==> config.mk <==
export PLATFORM = sky130hd
export DESIGN_NAME = im2col_copy_pair_generator_core
export DESIGN_NICKNAME = d
export VERILOG_FILES = /design/src/rtl/i2c_pkg.sv /design/src/rtl/i2c_csr.sv /design/src/rtl/i2c_scan.sv /design/src/rtl/i2c_out_reg.sv /design/src/rtl/im2col_copy_pair_generator_core.sv
export VERILOG_INCLUDE_DIRS = /design/src /design/src/rtl
export SDC_FILE = /design/constraint.sdc
export NUM_CORES = 1
export LEC_CHECK = 0
export BUFFER_PORTS_ARGS = -buffer_cell sky130_fd_sc_hd__buf_2
export CORE_ASPECT_RATIO = 1.2
export CORE_MARGIN = 2
export CORE_UTILIZATION = 31
export DETAILED_ROUTE_END_ITERATION = 16
export PLACE_DENSITY = 0.45
export SLEW_MARGIN = 20
export SYNTH_ARGS = -nofsm -noshare
export SYNTH_HDL_FRONTEND = slang
export SYNTH_SLANG_ARGS = --single-unit
==> constraint.sdc <==
create_clock -name clock -period 21.4 [get_ports clock]
set_input_delay 6.42 -clock clock [delete_from_list [all_inputs] [get_ports clock]]
set_output_delay 6.42 -clock clock [all_outputs]
set_load 0.02 [all_outputs]
==> src/rtl/assert_macros.svh <==
// ---------------------------------------------------------------------------
// Assertion macros shared by the im2col copy-pair generator files.
// Defining NO_ASSERTIONS removes every check from the build.
// ---------------------------------------------------------------------------
`ifndef ASSERT_MACROS_SVH
`define ASSERT_MACROS_SVH

`ifndef NO_ASSERTIONS

// A condition that must hold at every clock edge outside reset.
`define ASSERT_ALWAYS(label, clk, rst, cond) \
   label: assert property (@(posedge clk) disable iff (rst) (cond)) \
      else $error("assertion failed");

// A condition in one cycle that forces a consequence in the same cycle.
`define ASSERT_IMPLY(label, clk, rst, ante, cons) \
   label: assert property (@(posedge clk) disable iff (rst) (ante) |-> (cons)) \
      else $error("assertion failed");

// A condition in one cycle that forces a consequence in the next cycle.
`define ASSERT_NEXT(label, clk, rst, ante, cons) \
   label: assert property (@(posedge clk) disable iff (rst) (ante) |=> (cons)) \
      else $error("assertion failed");

`else

`define ASSERT_ALWAYS(label, clk, rst, cond)
`define ASSERT_IMPLY(label, clk, rst, ante, cons)
`define ASSERT_NEXT(label, clk, rst, ante, cons)

`endif

`endif

==> src/rtl/i2c_pkg.sv <==
// ---------------------------------------------------------------------------
// im2col copy-pair generator package
// Widths, limits, register indexes and the structs passed between modules.
// ---------------------------------------------------------------------------
package i2c_pkg;

   // Limits of the usable configuration.
   localparam int MAX_DIM      = 1024;
   localparam int MAX_CHANNELS = 4096;
   localparam int MAX_KERNEL   = 15;

   // Field widths.
   localparam int CFG_DIM_W = 11;
   localparam int CH_W      = 13;
   localparam int K_W       = 4;
   localparam int POS_W     = 10;
   localparam int MAT_W     = 20;
   localparam int IDX_W     = 3;

   // Register indexes of the configuration port.
   localparam logic [IDX_W-1:0] REG_IN_WIDTH    = 3'd0;
   localparam logic [IDX_W-1:0] REG_IN_HEIGHT   = 3'd1;
   localparam logic [IDX_W-1:0] REG_CHANNELS    = 3'd2;
   localparam logic [IDX_W-1:0] REG_KERNEL_SIZE = 3'd3;
   localparam logic [IDX_W-1:0] REG_STRIDE      = 3'd4;

   // Register reset values.
   localparam logic [CFG_DIM_W-1:0] RST_IN_WIDTH    = 11'd1;
   localparam logic [CFG_DIM_W-1:0] RST_IN_HEIGHT   = 11'd1;
   localparam logic [CH_W-1:0]      RST_CHANNELS    = 13'd1;
   localparam logic [K_W-1:0]       RST_KERNEL_SIZE = 4'd3;
   localparam logic [K_W-1:0]       RST_STRIDE      = 4'd1;

   // Configuration after clamping, as the scan uses it.
   typedef struct packed {
      logic [CFG_DIM_W-1:0] width;
      logic [CFG_DIM_W-1:0] height;
      logic [CH_W-1:0]      channels;
      logic [K_W-1:0]       kernel;
      logic [K_W-1:0]       stride;
   } cfg_type;

   // One result beat.
   typedef struct packed {
      logic [POS_W-1:0] src_row;
      logic [POS_W-1:0] src_col;
      logic [MAT_W-1:0] dst_row;
      logic [MAT_W-1:0] dst_col_start;
      logic [MAT_W-1:0] dst_col_end;
      logic             last;
      logic             exhausted;
   } rsp_type;

endpackage

==> src/rtl/i2c_csr.sv <==
// ---------------------------------------------------------------------------
// im2col configuration registers
// Holds the five registers and presents them clamped to their usable range.
// ---------------------------------------------------------------------------
module i2c_csr (
   input  logic                         clock,
   input  logic                         reset,
   input  logic                         csr_valid,
   output logic                         csr_ready,
   input  logic [i2c_pkg::IDX_W-1:0]    csr_index,
   input  logic [31:0]                  csr_data,
   output i2c_pkg::cfg_type             cfg
);

   logic [i2c_pkg::CFG_DIM_W-1:0] in_width_ff;
   logic [i2c_pkg::CFG_DIM_W-1:0] in_height_ff;
   logic [i2c_pkg::CH_W-1:0]      channels_ff;
   logic [i2c_pkg::K_W-1:0]       kernel_ff;
   logic [i2c_pkg::K_W-1:0]       stride_ff;

   assign csr_ready = 1'b1;

   // Register writes; an index beyond the list is dropped.
   always_ff @(posedge clock) begin
      if (reset) begin
         in_width_ff  <= i2c_pkg::RST_IN_WIDTH;
         in_height_ff <= i2c_pkg::RST_IN_HEIGHT;
         channels_ff  <= i2c_pkg::RST_CHANNELS;
         kernel_ff    <= i2c_pkg::RST_KERNEL_SIZE;
         stride_ff    <= i2c_pkg::RST_STRIDE;
      end else if (csr_valid) begin
         case (csr_index)
            i2c_pkg::REG_IN_WIDTH:    in_width_ff  <= csr_data[i2c_pkg::CFG_DIM_W-1:0];
            i2c_pkg::REG_IN_HEIGHT:   in_height_ff <= csr_data[i2c_pkg::CFG_DIM_W-1:0];
            i2c_pkg::REG_CHANNELS:    channels_ff  <= csr_data[i2c_pkg::CH_W-1:0];
            i2c_pkg::REG_KERNEL_SIZE: kernel_ff    <= csr_data[i2c_pkg::K_W-1:0];
            i2c_pkg::REG_STRIDE:      stride_ff    <= csr_data[i2c_pkg::K_W-1:0];
            default: ;
         endcase
      end
   end

   // Clamp to the supported limits; a zero stride acts as one.
   always_comb begin
      cfg.width    = (in_width_ff > i2c_pkg::CFG_DIM_W'(i2c_pkg::MAX_DIM)) ?
                     i2c_pkg::CFG_DIM_W'(i2c_pkg::MAX_DIM) : in_width_ff;
      cfg.height   = (in_height_ff > i2c_pkg::CFG_DIM_W'(i2c_pkg::MAX_DIM)) ?
                     i2c_pkg::CFG_DIM_W'(i2c_pkg::MAX_DIM) : in_height_ff;
      cfg.channels = (channels_ff > i2c_pkg::CH_W'(i2c_pkg::MAX_CHANNELS)) ?
                     i2c_pkg::CH_W'(i2c_pkg::MAX_CHANNELS) : channels_ff;
      cfg.kernel   = (kernel_ff > i2c_pkg::K_W'(i2c_pkg::MAX_KERNEL)) ?
                     i2c_pkg::K_W'(i2c_pkg::MAX_KERNEL) : kernel_ff;
      cfg.stride   = (stride_ff == '0) ? i2c_pkg::K_W'(1) : stride_ff;
   end

endmodule

==> src/rtl/i2c_scan.sv <==
// ---------------------------------------------------------------------------
// im2col scan counters
// Nested window and kernel counters; forms the pair for the current
// position and advances on each accepted request beat.
// ---------------------------------------------------------------------------
module i2c_scan (
   input  logic              clock,
   input  logic              reset,
   input  i2c_pkg::cfg_type  cfg,
   input  logic              step,
   input  logic              restart,
   output i2c_pkg::rsp_type  rsp
);

   localparam int CMP_W = i2c_pkg::CFG_DIM_W + 1;

   logic [i2c_pkg::POS_W-1:0] window_col_ff, window_col_in;
   logic [i2c_pkg::POS_W-1:0] window_row_ff, window_row_in;
   logic [i2c_pkg::K_W-1:0]   kern_col_ff, kern_col_in;
   logic [i2c_pkg::K_W-1:0]   kern_row_ff, kern_row_in;
   logic [i2c_pkg::MAT_W-1:0] out_row_ff, out_row_in;
   logic [i2c_pkg::MAT_W-1:0] out_col_ff, out_col_in;
   logic                      done_ff, done_in;

   // Position after an optional rewind.
   logic [i2c_pkg::POS_W-1:0] wc, wr;
   logic [i2c_pkg::K_W-1:0]   kc, kr;
   logic [i2c_pkg::MAT_W-1:0] orow, ocol;
   logic                      done_cur, out_of_range;
   logic [i2c_pkg::K_W:0]     kr_inc, kc_inc;
   logic [CMP_W-1:0]          wc_next, wr_next;
   logic [i2c_pkg::MAT_W-1:0] col_next;

   always_comb begin
      wc       = restart ? '0 : window_col_ff;
      wr       = restart ? '0 : window_row_ff;
      kc       = restart ? '0 : kern_col_ff;
      kr       = restart ? '0 : kern_row_ff;
      orow     = restart ? '0 : out_row_ff;
      ocol     = restart ? '0 : out_col_ff;
      done_cur = restart ? 1'b0 : done_ff;

      // The position is rechecked against the live registers.
      out_of_range = (cfg.kernel == '0)
         || ((CMP_W'(wc) + CMP_W'(cfg.kernel)) > CMP_W'(cfg.width))
         || ((CMP_W'(wr) + CMP_W'(cfg.kernel)) > CMP_W'(cfg.height))
         || (kc >= cfg.kernel) || (kr >= cfg.kernel);

      kr_inc   = {1'b0, kr} + (i2c_pkg::K_W+1)'(1);
      kc_inc   = {1'b0, kc} + (i2c_pkg::K_W+1)'(1);
      wc_next  = CMP_W'(wc) + CMP_W'(cfg.stride);
      wr_next  = CMP_W'(wr) + CMP_W'(cfg.stride);
      col_next = ocol + i2c_pkg::MAT_W'(cfg.channels);

      // Hold the (rewound) position by default.
      window_col_in = wc;
      window_row_in = wr;
      kern_col_in   = kc;
      kern_row_in   = kr;
      out_row_in    = orow;
      out_col_in    = ocol;
      done_in       = done_cur;

      if (done_cur || out_of_range) begin
         done_in = 1'b1;
      end else begin
         // Kernel row innermost, then kernel column, then window row, then column.
         out_col_in  = col_next;
         kern_row_in = kr_inc[i2c_pkg::K_W-1:0];
         if (kr_inc >= {1'b0, cfg.kernel}) begin
            kern_row_in = '0;
            kern_col_in = kc_inc[i2c_pkg::K_W-1:0];
            if (kc_inc >= {1'b0, cfg.kernel}) begin
               kern_col_in = '0;
               out_row_in  = orow + i2c_pkg::MAT_W'(1);
               out_col_in  = '0;
               if ((wr_next + CMP_W'(cfg.kernel)) > CMP_W'(cfg.height)) begin
                  window_row_in = '0;
                  if ((wc_next + CMP_W'(cfg.kernel)) > CMP_W'(cfg.width)) begin
                     done_in = 1'b1;
                  end else begin
                     window_col_in = wc_next[i2c_pkg::POS_W-1:0];
                  end
               end else begin
                  window_row_in = wr_next[i2c_pkg::POS_W-1:0];
               end
            end
         end
      end
   end

   // Result beat for the current position.
   always_comb begin
      rsp = '0;
      if (done_cur || out_of_range) begin
         rsp.exhausted = 1'b1;
      end else begin
         rsp.src_row       = wr + i2c_pkg::POS_W'(kr);
         rsp.src_col       = wc + i2c_pkg::POS_W'(kc);
         rsp.dst_row       = orow;
         rsp.dst_col_start = ocol;
         rsp.dst_col_end   = col_next - i2c_pkg::MAT_W'(1);
         rsp.last          = done_in;
      end
   end

   // Scan state advances only on an accepted request beat.
   always_ff @(posedge clock) begin
      if (reset) begin
         window_col_ff <= '0;
         window_row_ff <= '0;
         kern_col_ff   <= '0;
         kern_row_ff   <= '0;
         out_row_ff    <= '0;
         out_col_ff    <= '0;
         done_ff       <= 1'b0;
      end else if (step) begin
         window_col_ff <= window_col_in;
         window_row_ff <= window_row_in;
         kern_col_ff   <= kern_col_in;
         kern_row_ff   <= kern_row_in;
         out_row_ff    <= out_row_in;
         out_col_ff    <= out_col_in;
         done_ff       <= done_in;
      end
   end

endmodule

==> src/rtl/i2c_out_reg.sv <==
// ---------------------------------------------------------------------------
// im2col result register
// Holds one result beat until the consumer takes it, and loads a new one
// in the same cycle that the old one leaves.
// ---------------------------------------------------------------------------
module i2c_out_reg (
   input  logic              clock,
   input  logic              reset,
   input  logic              load,
   input  i2c_pkg::rsp_type  rsp_next,
   output logic              out_valid,
   input  logic              out_ready,
   output logic              can_load,
   output i2c_pkg::rsp_type  rsp_out
);

   logic             valid_ff, valid_in;
   i2c_pkg::rsp_type data_ff;

   assign can_load  = !valid_ff || out_ready;
   assign valid_in  = load || (valid_ff && !out_ready);
   assign out_valid = valid_ff;
   assign rsp_out   = data_ff;

   // Valid flag.
   always_ff @(posedge clock) begin
      if (reset) begin
         valid_ff <= 1'b0;
      end else begin
         valid_ff <= valid_in;
      end
   end

   // Payload needs no reset.
   always_ff @(posedge clock) begin
      if (load) begin
         data_ff <= rsp_next;
      end
   end

endmodule

==> src/rtl/im2col_copy_pair_generator_core.sv <==
// ---------------------------------------------------------------------------
// im2col copy-pair generator
// The result beat appears in the cycle after its request beat is accepted.
// Throughput: one pair per cycle, set by the scan counter update, while the consumer takes each result.
// A new request is taken while the previous result is being taken.
// Reset (synchronous, active high) rewinds the scan and loads register defaults.
// ---------------------------------------------------------------------------
`include "assert_macros.svh"

module im2col_copy_pair_generator_core (
   input  logic                          clock,
   input  logic                          reset,
   input  logic                          csr_valid,
   output logic                          csr_ready,
   input  logic [i2c_pkg::IDX_W-1:0]     csr_index,
   input  logic [31:0]                   csr_data,
   input  logic                          req_valid,
   output logic                          req_ready,
   input  logic                          req_restart,
   output logic                          rsp_valid,
   input  logic                          rsp_ready,
   output logic [i2c_pkg::POS_W-1:0]     rsp_src_row,
   output logic [i2c_pkg::POS_W-1:0]     rsp_src_col,
   output logic [i2c_pkg::MAT_W-1:0]     rsp_dst_row,
   output logic [i2c_pkg::MAT_W-1:0]     rsp_dst_col_start,
   output logic [i2c_pkg::MAT_W-1:0]     rsp_dst_col_end,
   output logic                          rsp_last,
   output logic                          rsp_exhausted
);

   i2c_pkg::cfg_type cfg;
   i2c_pkg::rsp_type rsp_next;
   i2c_pkg::rsp_type rsp_out;
   logic             req_fire;

   assign req_fire = req_valid && req_ready;

   // Configuration registers.
   i2c_csr u_csr (
      .clock     (clock),
      .reset     (reset),
      .csr_valid (csr_valid),
      .csr_ready (csr_ready),
      .csr_index (csr_index),
      .csr_data  (csr_data),
      .cfg       (cfg)
   );

   // Scan counters and pair formation.
   i2c_scan u_scan (
      .clock   (clock),
      .reset   (reset),
      .cfg     (cfg),
      .step    (req_fire),
      .restart (req_restart),
      .rsp     (rsp_next)
   );

   // Result register.
   i2c_out_reg u_out (
      .clock     (clock),
      .reset     (reset),
      .load      (req_fire),
      .rsp_next  (rsp_next),
      .out_valid (rsp_valid),
      .out_ready (rsp_ready),
      .can_load  (req_ready),
      .rsp_out   (rsp_out)
   );

   assign rsp_src_row       = rsp_out.src_row;
   assign rsp_src_col       = rsp_out.src_col;
   assign rsp_dst_row       = rsp_out.dst_row;
   assign rsp_dst_col_start = rsp_out.dst_col_start;
   assign rsp_dst_col_end   = rsp_out.dst_col_end;
   assign rsp_last          = rsp_out.last;
   assign rsp_exhausted     = rsp_out.exhausted;

   // An exhausted beat carries no pair and is never the last one.
   `ASSERT_IMPLY(a_exhausted_zero, clock, reset, rsp_valid && rsp_exhausted, rsp_src_row == '0 && rsp_src_col == '0 && rsp_dst_row == '0 && rsp_dst_col_start == '0 && rsp_dst_col_end == '0 && !rsp_last)

   // A stalled result blocks new requests.
   `ASSERT_IMPLY(a_stall_blocks, clock, reset, rsp_valid && !rsp_ready, !req_ready)

   // Every accepted request beat shows a result beat in the next cycle.
   `ASSERT_NEXT(a_req_to_rsp, clock, reset, req_valid && req_ready, rsp_valid)

endmodule

======== After elaboration in Yosys (flattened, before gate mapping) ========
Index checks and enable logic that the tools add are counted.
word-level totals
  register bits ........................... 195
  bits of input ports ..................... 41
  output and inout port bits .............. 85
  word-level logic and storage cells ...... 106
operators by class
  add/sub/neg operators ................... 13
  order comparisons ....................... 12
  equal/unequal tests ..................... 4
  muxes and demuxes ....................... 38
  reduce and logical (&&, ||, !) cells .... 19
operators by type and width
  kind                                                                   number
  20-bit two-way mux                                                     8
  10-bit two-way mux                                                     11
  12-bit by 11-bit > comparator with 1-bit output                        4
  10-bit by 4-bit adder with 11-bit output                               4
  4-bit two-way mux                                                      9
  12-bit by 4-bit adder with 12-bit output                               2
  11-bit > comparator (second input constant)                            2
  11-bit two-way mux                                                     2
  10-bit by 4-bit adder with 10-bit output                               2
  20-bit by 1-bit adder with 20-bit output (second input constant)       1
  20-bit by 13-bit adder with 20-bit output                              1
  20-bit by 1-bit subtractor with 20-bit output (second input constant)  1
  13-bit > comparator (second input constant)                            1
  13-bit two-way mux                                                     1
  4-bit by 1-bit adder with 5-bit output (second input constant)         2
  5-bit by 4-bit >= comparator with 1-bit output                         2
  2-bit AND reduction                                                    5
  4-bit >= comparator                                                    2
  4-bit logical NOT                                                      2
  1-bit logical OR                                                       7
  1-bit two-way mux                                                      7
  3-bit by 2-bit == test with 1-bit output (second input constant)       2
  4-bit > comparator (second input constant)                             1
  3-bit by 1-bit == test with 1-bit output (second input constant)       1
  4 further kinds                                                        6

======== Longest topological paths before layout ========
  depth in word-level cells ............... 10
  mapped depth ............................ 30
  mapped depth without buffers ............ 24

======== Modules after synthesis ========
From an unflattened synthesis, not the netlist that was laid out.
second synthesis, totals
  cells, all modules ...................... 1,447
  area, all modules ....................... 13,247.7 sq um
modules (own cells, without submodules)
  module                           times used  cells an instance  area an instance (sq um)
  i2c_scan                         1           1,151              8,674.6
  i2c_out_reg                      1           86                 2,508.7
  i2c_csr                          1           209                2,058.2
  im2col_copy_pair_generator_core  1           1                  6.3

======== Worst setup path after synthesis ========
Ideal clock, no wire load.
  path type ............................... input-to-output
  start point ............................. input port rsp_ready
  end point ............................... output port req_ready
  data arrival time ....................... 6,655 ps
  required time ........................... 14,980 ps
  setup slack ............................. 8,325 ps
  stages on the path ...................... 1
  path buffers ............................ 0
  cells stage by stage .................... nand2b_1
between the ends
  cells in the longest elaborated chain, start to end .. 1
RTL lines
  what                line                                   RTL
  start: declaration  im2col_copy_pair_generator_core.sv:21  input logic rsp_ready,
  1-bit logical OR    i2c_out_reg.sv:20                      assign can_load = !valid_ff || out_ready;
  end: declaration    im2col_copy_pair_generator_core.sv:18  output logic req_ready,
No other way between the ends.

======== Worst setup path after layout ========
Ends and elaborated chain as after synthesis.

==> PnR_summary.wiki <==
{| class="wikitable"
! Metric !! Value
|-
| Number of buffers and inverters on the critical path || 2
|-
| Number of warning messages in the yosys log || 0
|-
| R2R setup slack || ~16 ns
|-
| Drt total wl || 35,400 um
|-
| Mapped Cells || ~1,400
|-
| Distinct cells, synth || slightly above 80
|-
| Crit Reg-Reg Endpoint || u_scan.out_col_ff[0]$_SDFFE_PP0P_
|-
| Fmax || about 75 MHz
|-
| Period Utilization, post-route || 0.6194
|-
| Clock tree skew after final layout || between 0.015 and 0.02 ns
|-
| Outcome || complete, no violations
|-
| Sequential cell area in the final layout || approximately 4700 um^2
|-
| Post-CTS sizing || 0
|-
| Routed length per placed instance || about 17 um
|-
| Number of hold buffers added after cts || 0
|-
| Antenna violations before repair || 0
|-
| Number of rows in the core area || slightly above 80
|-
| Multi-input combinational cell area || around 7500 um^2
|-
| Remaining Overflow, GRT || 0
|-
| Number of diodes added for antenna fixing || 0
|-
| Kind of start point of the critical path || primary input
|-
| DP HPWL || ~26,000 um
|-
| Post-synthesis net count || around 1,600
|-
| Clock tree root buffer cell || clkbuf_16
|-
| Total CTS buffers || 17
|-
| Worst slew margin || 0.3043
|-
| Length of routed met3 wiring || 1052 um
|-
| Core outline area || 40,540 um^2
|-
| Most frequent cell on the critical path || buf_2
|-
| Topmost layer with routed signal wires || met4
|-
| Routed length on met1 || between 15,000 and 20,000 um
|-
| Leak || 0.005959 uW
|-
| Routed vias || 10,434
|-
| Final design instance area without fill || 14,300 um^2
|-
| Req. time, crit path || approximately 15 ns
|-
| Top-Level Pins || between 100 and 150
|-
| Final TNS setup || 0 ns
|-
| Maximum Capacitance Violations || 0
|-
| Critical Path, Cell by Cell || buf_2, nand2b_1, buf_2
|-
| Max FO, Critical Path || 3
|-
| Total of flip-flops plus latches after synthesis || a little under 200
|-
| Number of iterations in the first detailed-routing pass || 5
|-
| Final Wtd Congestion || ~0.86
|-
| Met2 routed WL || 16,740 um
|-
| Fraction of post-synthesis cell area in the top cell type by area || 0.1940
|-
| Total of buffers placed on input and output ports || roughly 110
|-
| Endpoint kind of the worst setup timing path || primary output
|-
| Synthesis-to-finish area growth || 12.68%
|-
| Die outline height || 225.6 um
|-
| Count of endpoints failing setup in the final report || 0
|-
| Die extent in x || between 150 and 200 um
|-
| Cell area power density || around 58 nW/um^2
|-
| Launch point of the worst path || rsp_ready
|-
| Setup CP Type || in2out
|-
| Critical path depth in cells || 3
|-
| First-pass GRT wire length || 56,530 um
|-
| Pin count of the biggest net entering global routing || just under 80
|-
| DRC errors left || 0
|-
| Clock tree from TritonCTS || built
|-
| Clock insertion delay at the later pin of the skew report || 0.47 ns
|-
| Cell at the slowest stage of the critical path || buf_2
|-
| Die area || ~43,000 um^2
|-
| Setup Buffers After CTS || 0
|-
| Number of fill cells || between 4,000 and 5,000
|-
| Capture point of the worst path || req_ready
|-
| Placed cell area || between 10,000 and 15,000 um^2
|-
| Per-instance average area after synthesis || between 8 and 9 um^2
|-
| Max-slew violations || 0
|-
| Critical register-to-register path startpoint || u_scan.window_row_ff[1]$_SDFFE_PP0P_
|-
| H-tree levels || 4
|-
| Share of layout cells above drive strength 1 || 0.1172
|-
| Min cycle time layout || roughly 13 ns
|-
| Maximum single-stage delay on the critical path || 0.17 ns
|-
| Top post-synthesis cells by count || nand2_1, dfxtp_1, ha_1
|-
| Worst setup margin || slightly above 8 ns
|-
| Area leader, netlist || edfxtp_1
|-
| Count of nets left with antenna violations after detail routing || 0
|-
| VDD IR max || 0.05858 mV
|-
| Average via count per standard cell || ~5.1
|-
| Sequential cell area fraction in the yosys report || 0.3723
|-
| Hold WC Path Type || reg2reg
|-
| Cell with the most instances after synthesis || nand2_1
|-
| Total GRT Usage || 0.1694
|-
| Clock input transition at the sequential cells of the worst setup and hold paths || around 0.070 ns
|-
| # clock sinks || between 150 and 200
|-
| Final hold violation count || 0
|-
| Path depth of the worst reg2reg path || 19
|-
| Post-synth EDFFs || a little over 80
|-
| Number of design-rule violations left by the first detailed-router iteration || 614
|-
| Kind of cell adding the most delay to the critical path || buffers and inverters
|-
| Number of global-route vias before repair || ~10,000
|-
| Maximum root-to-sink buffer count || 2
|-
| Final #Nets || 1,645
|-
| Unrepaired setup endpoints after global routing || false
|-
| Top area cells in the synthesized netlist || edfxtp_1, dfxtp_1, ha_1
|-
| Worst EP arrival || 6.84 ns
|-
| Ys flop type || dfxtp_1
|-
| Worst slack at placement || just over 8 ns
|-
| Slew at the pin with the worst max-slew slack || ~1.0 ns
|-
| Effective utilization at floorplan || 0.3131
|-
| Async S/R FF share, synth || 0
|-
| Layout Utilization || 0.3527
|-
| Post-synth design cell area || 12,690 um^2
|}
[cell type report]
cell class,count,share of cell area
multi-input cells,1105,0.5248
flip-flops and latches,195,0.3304
well taps,539,0.04716
repair buffers,118,0.04357
clock buffers,19,0.03027
inverters,52,0.01374
clock inverters,13,0.01006
[registers in the layout, summed over array words and instances (netlist names)]
register,count
u_scan.kern_row_ff,4
u_csr.channels_ff,13
u_csr.in_width_ff,11
u_scan.out_row_ff,20
u_csr.stride_ff,4
u_scan.out_col_ff,20
u_out.rsp_out,82
u_scan.window_col_ff,10
u_scan.window_row_ff,10
u_csr.in_height_ff,11
u_scan.kern_col_ff,4
u_csr.kernel_ff,4
u_out.out_valid,1
u_scan.done_ff,1
[power by group]
| group | leakage, uW | switching, uW | internal [uW] |
|---|---|---|---|
| sequential | 0.00173 | 4.03 | 397 |
| clock | 0.000279 | 163 | 165 |
| combinational | 0.00395 | 69.1 | 27.0 |
| total | 0.00596 | 236 | 589 |
[worst min-delay path, cell delays in order, from the launching register on]
cell	delay, ns
dfxtp_1	0.31
nand2_1	0.05
a21oi_1	0.05
[through the flow]
| step | std cells | power [uW] | hold slack, ns |
|---|---|---|---|
| after floorplan | 1421 | 470.7 | 0.4282 |
| after global placement | 2009 | 505.7 | 0.4416 |
| after detailed placement | 2009 | 506.5 | 0.4426 |
| after CTS | 2041 | 838.2 | 0.4525 |
| after global routing | 2041 | 858.3 | 0.4703 |
| final | 2041 | 825.4 | 0.4543 |
[placed cells by master (no fill, tap or decap), drive strengths merged, types with 15 or more instances in the layout]
master | synthesis | final
a211oi | 15 | 15
inv | 50 | 56
nor2 | 96 | 96
a22o | 28 | 28
dfxtp | 113 | 113
and2 | 57 | 57
nand2 | 171 | 171
buf | 10 | 118
nand4 | 29 | 29
xor2 | 29 | 29
ha | 107 | 107
and3 | 18 | 18
a21oi | 104 | 104
xnor2 | 49 | 49
nor3 | 19 | 19
o21ai | 48 | 48
nand3 | 30 | 30
nor2b | 69 | 69
a21o | 36 | 36
clkbuf | 59 | 19
edfxtp | 82 | 82
[worst min-delay path by stage]
stage	start	end	slack (ns)	cells past startpoint
6_report	u_csr.channels_ff[11]$_SDFFE_PP0P_	u_csr.channels_ff[11]$_SDFFE_PP0P_	0.45	2
5_1_grt	u_scan.window_col_ff[3]$_SDFFE_PP0P_	u_scan.window_col_ff[3]$_SDFFE_PP0P_	0.47	2
4_1_cts	u_csr.channels_ff[1]$_SDFFE_PP0P_	u_csr.channels_ff[1]$_SDFFE_PP0P_	0.45	2
3_5_place_dp	u_csr.channels_ff[1]$_SDFFE_PP0P_	u_csr.channels_ff[1]$_SDFFE_PP0P_	0.44	2
3_3_place_gp	u_scan.window_col_ff[2]$_SDFFE_PP0P_	u_scan.window_col_ff[2]$_SDFFE_PP0P_	0.44	2
2_1_floorplan	u_scan.window_col_ff[2]$_SDFFE_PP0P_	u_scan.window_col_ff[2]$_SDFFE_PP0P_	0.43	2
[layer usage]
layer,vias to the layer above,global-route usage
met5,-,0
met4,0,0.04864
met3,28,0.02300
met2,191,0.2819
met1,4953,0.2293
li1,5262,-
[cell families after synthesis]
family | after synthesis | synth area share
AO/OA/AOI/OAI | 331 | 0.1772
XOR/XNOR | 78 | 0.05383
adder cells (fa/ha/maj) | 117 | 0.1197
buffers and inverters | 121 | 0.03638
flip-flops | 195 | 0.3723
multiplexers | 20 | 0.01637
other | 1 | 0.0002955
AND/OR/NAND/NOR | 558 | 0.2240
(Power assumes the default switching activity.)
